===== config.mk =====
export PLATFORM = sky130hd
export DESIGN_NAME = handle_slot_table_unit
export DESIGN_NICKNAME = d
export VERILOG_FILES = /design/src/design/hst_pkg.sv /design/src/design/hst_store.sv /design/src/design/hst_occ.sv /design/src/design/handle_slot_table_unit.sv
export SDC_FILE = /design/constraint.sdc
export NUM_CORES = 2
export LEC_CHECK = 0
export ABC_CLOCK_PERIOD_IN_PS = 8400
export BUFFER_PORTS_ARGS = -buffer_cell sky130_fd_sc_hd__buf_4
export CORE_MARGIN = 2
export CORE_UTILIZATION = 60
export DETAILED_ROUTE_END_ITERATION = 8
export GPL_ROUTABILITY_DRIVEN = 0
export PLACE_DENSITY = 0.74
export SYNTH_ARGS = -nofsm -noshare
export SYNTH_HDL_FRONTEND = slang
export SYNTH_SLANG_ARGS = --single-unit

===== constraint.sdc =====
create_clock -name clk -period 8.4 [get_ports clk]
set_input_delay 2.52 -clock clk [delete_from_list [all_inputs] [get_ports clk]]
set_output_delay 2.52 -clock clk [all_outputs]
set_load 0.01 [all_outputs]

===== src/design/hst_pkg.sv =====
// Shared types and constants for the handle slot table.
// Used by hst_occ, the top level and the bench; depends on nothing else.
package hst_pkg;

    localparam int CAPACITY_DEF   = 64;
    localparam int DATA_WIDTH_DEF = 32;

    localparam int SLOT_IO_W = 6;
    localparam int DATA_IO_W = 32;

    localparam logic [1:0] MODE_ADD    = 2'd0;
    localparam logic [1:0] MODE_REMOVE = 2'd1;
    localparam logic [1:0] MODE_GET    = 2'd2;

    typedef struct packed {
        logic [1:0]           mode;
        logic [SLOT_IO_W-1:0] slot_in;
        logic [DATA_IO_W-1:0] data_in;
    } in_word_t;

    typedef struct packed {
        logic [SLOT_IO_W-1:0] slot_out;
        logic [DATA_IO_W-1:0] data_out;
        logic                 full_res;
    } out_word_t;

    // Update request from the sequencer to the occupancy tracker.
    typedef struct packed {
        logic add_en;
        logic remove_en;
        logic fill;
    } occ_cmd_t;

endpackage


===== src/design/hst_store.sv =====
// Entry store: one synchronous memory with one write and one registered read port.
// Depends on nothing; sized by the parameters handed down from the top level.
module hst_store #(
    parameter int CAPACITY   = 64,
    parameter int DATA_WIDTH = 32,
    parameter int SLOT_W     = 6
) (
    input  logic                  clk,
    input  logic                  wr_en,
    input  logic [SLOT_W-1:0]     wr_addr,
    input  logic [DATA_WIDTH-1:0] wr_data,
    input  logic                  rd_en,
    input  logic [SLOT_W-1:0]     rd_addr,
    output logic [DATA_WIDTH-1:0] rd_data
);

    logic [DATA_WIDTH-1:0] mem [CAPACITY];
    logic [DATA_WIDTH-1:0] rd_data_reg;

    always_ff @(posedge clk)
    begin
        if (wr_en)
        begin
            mem[wr_addr] <= wr_data;
        end
    end

    always_ff @(posedge clk)
    begin
        if (rd_en)
        begin
            rd_data_reg <= mem[rd_addr];
        end
    end

    assign rd_data = rd_data_reg;

endmodule


===== src/design/hst_occ.sv =====
// Occupancy bitmap and high-water mark, with the encoders for the free slot and new mark.
// Depends on hst_pkg for the update request type.
module hst_occ #(
    parameter int CAPACITY = 64,
    parameter int SLOT_W   = 6,
    parameter int MARK_W   = 7
) (
    input  logic                clk,
    input  logic                rst_n,
    input  hst_pkg::occ_cmd_t   cmd,
    input  logic [SLOT_W-1:0]   idx,
    output logic [SLOT_W-1:0]   add_slot,
    output logic                add_full,
    output logic                occ_at_idx,
    output logic [MARK_W-1:0]   high_water
);

    logic [CAPACITY-1:0] occ_reg;
    logic [CAPACITY-1:0] occ_next;
    logic [MARK_W-1:0]   high_water_reg;
    logic [MARK_W-1:0]   high_water_next;

    logic                at_mark;
    logic                free_found;
    logic [SLOT_W-1:0]   free_slot;
    logic [CAPACITY-1:0] occ_clr;
    logic [MARK_W-1:0]   mark_after;

    assign at_mark = high_water_reg < MARK_W'(CAPACITY);

    // Lowest empty slot from 1 upward; slot 0 is never handed out.
    always_comb
    begin
        free_found = 1'b0;
        free_slot  = '0;
        for (int i = CAPACITY - 1; i >= 1; i--)
        begin
            if (!occ_reg[i])
            begin
                free_found = 1'b1;
                free_slot  = SLOT_W'(i);
            end
        end
    end

    assign add_slot   = at_mark ? high_water_reg[SLOT_W-1:0] : free_slot;
    assign add_full   = !at_mark && !free_found;
    assign occ_at_idx = occ_reg[idx];
    assign high_water = high_water_reg;

    // Everything at or above the mark is empty, so after a remove the mark
    // falls to one past the highest occupied slot.
    always_comb
    begin
        occ_clr      = occ_reg;
        occ_clr[idx] = 1'b0;
        mark_after   = MARK_W'(1);
        for (int i = 1; i < CAPACITY; i++)
        begin
            if (occ_clr[i])
            begin
                mark_after = MARK_W'(i + 1);
            end
        end
    end

    always_comb
    begin
        occ_next        = occ_reg;
        high_water_next = high_water_reg;
        if (cmd.add_en && !add_full)
        begin
            occ_next[add_slot] = cmd.fill;
            if (at_mark)
            begin
                high_water_next = high_water_reg + MARK_W'(1);
            end
        end
        else if (cmd.remove_en)
        begin
            occ_next        = occ_clr;
            high_water_next = mark_after;
        end
    end

    always_ff @(posedge clk or negedge rst_n)
    begin
        if (!rst_n)
        begin
            occ_reg        <= '0;
            high_water_reg <= MARK_W'(1);
        end
        else
        begin
            occ_reg        <= occ_next;
            high_water_reg <= high_water_next;
        end
    end

    a_mark_range: assert property (@(posedge clk) disable iff (!rst_n)
        high_water_reg != '0 && high_water_reg <= MARK_W'(CAPACITY))
        else $error("high-water mark out of range");

    a_slot0_free: assert property (@(posedge clk) disable iff (!rst_n)
        !occ_reg[0])
        else $error("reserved slot marked as occupied");

    a_above_mark_empty: assert property (@(posedge clk) disable iff (!rst_n)
        (occ_reg >> high_water_reg) == '0)
        else $error("occupied slot at or above the high-water mark");

endmodule


===== src/design/handle_slot_table_unit.sv =====
// Handle slot table: maps data words to small slot numbers with add, remove and get.
// Depends on hst_pkg, hst_store and hst_occ.
//
// A word is accepted in the idle state and worked in the execute state: at
// acceptance the entry store is read at slot_in; in the execute state the
// registered read data, the occupancy bitmap and the high-water mark produce the
// result and the bitmap, mark and store are updated. One word is in work at a
// time; in_ready is high while the table waits for a word, also while a finished
// result sits in the output register. If that result has not been taken, the
// execute state waits for out_ready. Reset clears the occupancy bitmap, so words
// are accepted at once with no clearing pass; an empty slot reads as zero.
module handle_slot_table_unit #(
    parameter int CAPACITY   = hst_pkg::CAPACITY_DEF,
    parameter int DATA_WIDTH = hst_pkg::DATA_WIDTH_DEF
) (
    input  logic               clk,
    input  logic               rst_n,
    input  logic               in_valid,
    output logic               in_ready,
    input  hst_pkg::in_word_t  in_word,
    output logic               out_valid,
    input  logic               out_ready,
    output hst_pkg::out_word_t out_word
);

    localparam int SLOT_W = $clog2(CAPACITY);
    localparam int MARK_W = $clog2(CAPACITY + 1);
    localparam int CMP_W  = (MARK_W > hst_pkg::SLOT_IO_W) ? MARK_W : hst_pkg::SLOT_IO_W;

    localparam logic S_IDLE = 1'b0;
    localparam logic S_EXEC = 1'b1;

    logic                      state_reg;
    logic                      state_next;
    logic [1:0]                mode_reg;
    logic [hst_pkg::SLOT_IO_W-1:0] idx_reg;
    logic [DATA_WIDTH-1:0]     data_reg;
    logic                      out_valid_reg;
    logic                      out_valid_next;
    hst_pkg::out_word_t        out_reg;
    hst_pkg::out_word_t        result;

    logic                      accept;
    logic                      exec_go;
    logic                      in_range;
    logic [DATA_WIDTH-1:0]     entry;
    logic [SLOT_W-1:0]         slot_idx;

    hst_pkg::occ_cmd_t         occ_cmd;
    logic [SLOT_W-1:0]         add_slot;
    logic                      add_full;
    logic                      occ_at_idx;
    logic [MARK_W-1:0]         high_water;
    logic [DATA_WIDTH-1:0]     rd_data;

    assign in_ready  = (state_reg == S_IDLE);
    assign accept    = in_valid && in_ready;
    assign exec_go   = (state_reg == S_EXEC) && (!out_valid_reg || out_ready);
    assign slot_idx  = SLOT_W'(idx_reg);
    assign in_range  = (idx_reg != '0) && (CMP_W'(idx_reg) < CMP_W'(high_water));
    assign entry     = (in_range && occ_at_idx) ? rd_data : '0;

    always_comb
    begin
        occ_cmd.add_en    = exec_go && (mode_reg == hst_pkg::MODE_ADD);
        occ_cmd.remove_en = exec_go && (mode_reg == hst_pkg::MODE_REMOVE) && in_range;
        occ_cmd.fill      = (data_reg != '0);
    end

    always_comb
    begin
        result = '0;
        unique case (mode_reg)
            hst_pkg::MODE_ADD:
            begin
                result.full_res = add_full;
                result.slot_out = add_full ? '0 : hst_pkg::SLOT_IO_W'(add_slot);
            end
            hst_pkg::MODE_REMOVE, hst_pkg::MODE_GET:
            begin
                result.data_out = hst_pkg::DATA_IO_W'(entry);
            end
            default:
            begin
                result = '0;
            end
        endcase
    end

    hst_store #(
        .CAPACITY   (CAPACITY),
        .DATA_WIDTH (DATA_WIDTH),
        .SLOT_W     (SLOT_W)
    ) u_store (
        .clk     (clk),
        .wr_en   (occ_cmd.add_en && !add_full),
        .wr_addr (add_slot),
        .wr_data (data_reg),
        .rd_en   (accept),
        .rd_addr (SLOT_W'(in_word.slot_in)),
        .rd_data (rd_data)
    );

    hst_occ #(
        .CAPACITY (CAPACITY),
        .SLOT_W   (SLOT_W),
        .MARK_W   (MARK_W)
    ) u_occ (
        .clk        (clk),
        .rst_n      (rst_n),
        .cmd        (occ_cmd),
        .idx        (slot_idx),
        .add_slot   (add_slot),
        .add_full   (add_full),
        .occ_at_idx (occ_at_idx),
        .high_water (high_water)
    );

    always_comb
    begin
        state_next     = state_reg;
        out_valid_next = out_valid_reg && !out_ready;
        unique case (state_reg)
            S_IDLE:
            begin
                if (accept)
                begin
                    state_next = S_EXEC;
                end
            end
            S_EXEC:
            begin
                if (exec_go)
                begin
                    state_next     = S_IDLE;
                    out_valid_next = 1'b1;
                end
            end
            default:
            begin
                state_next = S_IDLE;
            end
        endcase
    end

    always_ff @(posedge clk or negedge rst_n)
    begin
        if (!rst_n)
        begin
            state_reg     <= S_IDLE;
            out_valid_reg <= 1'b0;
        end
        else
        begin
            state_reg     <= state_next;
            out_valid_reg <= out_valid_next;
        end
    end

    always_ff @(posedge clk)
    begin
        if (accept)
        begin
            mode_reg <= in_word.mode;
            idx_reg  <= in_word.slot_in;
            data_reg <= DATA_WIDTH'(in_word.data_in);
        end
        if (exec_go)
        begin
            out_reg <= result;
        end
    end

    assign out_valid = out_valid_reg;
    assign out_word  = out_reg;

    a_exec_delivers: assert property (@(posedge clk) disable iff (!rst_n)
        exec_go |=> out_valid_reg && state_reg == S_IDLE)
        else $error("finished word did not reach the output register");

    a_stall_holds_read: assert property (@(posedge clk) disable iff (!rst_n)
        (state_reg == S_EXEC && !exec_go) |=> $stable(rd_data))
        else $error("store read data changed while the word was stalled");

    a_full_clean: assert property (@(posedge clk) disable iff (!rst_n)
        (out_valid_reg && out_reg.full_res) |-> (out_reg.slot_out == '0
            && out_reg.data_out == '0))
        else $error("full result carries a slot or data");

endmodule


==> results.cfg <==
[status]
status = complete, no violations

[timing]
final-hold-violation-count = 0
rsz0062_at_grt = no
finalSetupViolCount = 0
worstMarginPinSlew_ps = 1450
tns_ps = 0
fin_skew_ps = 35.2
fmax_ghz = 0.176
drv_slew = 0
post-route-period-util_pct = 67.8
slew_headroom_pct = 2.82
period_minus_slack_ps = 5690

[yosys]
synth_top_area_share_pct = 73.4
synth.most_common_cell = edfxtp_1
ys.flop_type = edfxtp_1
syn_avg_cell_area_sq_um = 21.7
synthTopCellsByCount = 2159 x edfxtp_1, 669 x mux4_2, 147 x clkbuf_1, 110 x nor2_1, 99 x o21ai_0
synth-edff-count = 2159
yosys-top-cells-area = edfxtp_1 73%, mux4_2 17%, dfrtp_1 2.0%, clkbuf_1 0.62%, o21ai_0 0.56%
synth-seq-area-share_pct = 75.4
synth_nets = 4118
yosysWarnings = 0
synth_cell_types = 89
synthesis.area_sq_um = 88400
async_flop_share_pct = 3.27
netlist.top_cell.by_area = edfxtp_1
synth_seq_cells = 2232
synthCells = 4066

[placed_design]
io_buffers = 84
placed_cell_area_sq_um = 92100
post-dp-hpwl_um = 128000

[layout]
largest_register_ffs = 2048
fin_nets = 4330
multi_input_area_sq_um = 20900
area_delta_synth_final_pct = 12.2
drive_above_1_share_pct = 29.8
fin_area_sq_um = 99200
ff_latch_area_sq_um = 66700
n_fill_cell = 8694

[cts]
hold_buffers = 0
post_cts_buffers = 0
cts-buffers-inserted = 212
cts-root-buf = clkbuf_16
clock_sinks = 2232
path_clk_slew_ps = 60
htree_levels = 4
tritoncts = built
clock_path_buffers = 3
cts_resized = 0
clock_latency_ps = 870

[worst_setup_path]
worst-path-buf-inv = 2
reg2reg_depth = 10
cp_num_cells = 10
crit_top_cell = buf_4
arrival_ps = 6180
critPathMaxStageDelay_ps = 930
endpoint_kind = register
worstPathCellList = and4_1 -> a2111oi_0 -> o31ai_1 -> o211ai_1 -> a22o_1 -> nor3_2 -> buf_4 -> nand2_1 -> nor2_4 -> buf_4
cp.required_ps = 8880
worst_setup_path_start_kind = register
worstPathMaxFanout = 19
worst-setup-path-type = register to register
critPathSlowestCell = nor2_4
critPathTopFamily = simple AND/OR/NAND/NOR gates

[global_route]
grt_pass1_wl_um = 346000
grt_pass1_vias = 46441
grt_use_total_pct = 32.9
grt_max_degree = 87
antenna_found_initial = 13
grt_overflow = 0

[die]
initial_core_util_pct = 60.6
die_area_sq_um = 150000
die_w_um = 388
core.rowCount = 140
die_h_um = 388
core_sq_um = 146000
io_pins = 85

[drt]
drc_errors = 0
drt-initial-drc-count = 8444
first_pass_iters = 7
wl_per_cell_um = 38.2
drtAntennaViolNets = 0
dr_total_vias = 47072
wl_um = 244000
viasPerCell = 7.38

[power_and_ir_drop]
p_per_area_nw_per_um2 = 263
ir_worst_vdd_v = 0.000232
power.leakage_nw = 31.2

[worst_hold_path]
min_delay_path_depth = 1
hold_class = register to register

[flow_run]
drv_cap = 0
-- power by group --
group / total [W] / switching, W / internal, W
Sequential: 0.0131 / 0.000180 / 0.0129
Clock: 0.00975 / 0.00421 / 0.00554
Combinational: 0.00328 / 0.00242 / 0.000866
Total: 0.0261 / 0.00681 / 0.0193
-- per-layer routing --
layer | vias up | routed length (um) | GRT usage [%]
met3 | 629 | 33300 | 9.27
met4 | 8 | 9000 | 11.2
li1 | 17857 | - | -
met1 | 24564 | 86800 | 46.3
met5 | - | 56 | 0
met2 | 4014 | 115000 | 50.4
-- through the flow --
stage / utilization [%] / setup WS, ps / total power [W] / hold slack, ps / instances
floorplan: - / 1930 / 0.0149 / 482 / 4066
global placement: 63.1 / 2500 / 0.0164 / 496 / 5980
detailed placement: 63.1 / 2510 / 0.0164 / 506 / 5980
CTS: 68.0 / 3030 / 0.0260 / 520 / 6377
global route: 68.0 / 2800 / 0.0266 / 549 / 6378
finish: 68.0 / 2710 / 0.0261 / 516 / 6380
-- final timing paths --
kind                                                    start  slack, ps                       endpoint
worst max-delay path            u_occ.occ_reg[57]$_DFFE_PN0P_       2710   u_store.mem[61][9]$_DFFE_PP_
worst min-delay path             u_occ.occ_reg[0]$_DFFE_PN0P_        520   u_occ.occ_reg[0]$_DFFE_PN0P_
worst max register to register  u_occ.occ_reg[57]$_DFFE_PN0P_       2710   u_store.mem[61][9]$_DFFE_PP_
worst min register to register   u_occ.occ_reg[0]$_DFFE_PN0P_        520   u_occ.occ_reg[0]$_DFFE_PN0P_
max in group asynchronous                               rst_n       5870   u_occ.occ_reg[6]$_DFFE_PN0P_
min in group asynchronous                               rst_n       1830  u_occ.occ_reg[58]$_DFFE_PN0P_
-- cell type report --
class,instances,share of cell area [%]
Multi-Input combinational cell,1547,21.0
Clock buffer,251,5.57
Timing Repair Buffer,238,2.03
Clock inverter,146,1.55
Tap cell,1917,2.42
Sequential cell,2232,67.2
Inverter,47,0.178
Antenna cell,2,0.00505
-- cell families after synthesis --
group	synth area share, %
fa+ha+maj	0.113
compound gates	2.84
buf+inv	1.30
mux	17.3
simple gates	2.98
flops	75.4
-- layout by cell type (no fill, tap or decap), drive strengths merged, types with 5 or more instances in the layout --
cell	count
nand4	59
o22ai	26
nor4	47
clkinv	103
mux2	10
dfrtp	72
a211oi	7
o311ai	35
nor3	14
bufinv	27
nand3b	7
o21a	18
a311o	22
a21o	8
ha	8
buf	236
o221ai	5
mux4	669
and4	9
and2	37
a21oi	37
nor2	112
a32oi	5
a31oi	14
clkinvlp	9
clkbuf	253
edfxtp	2159
a21boi	5
nand2	87
or3	5
o211ai	28
nand3	63
mux2i	13
o21ai	107
or2	7
nand2b	15
or3b	6
inv	54
Note: power is estimated with default switching activity, not from simulation.
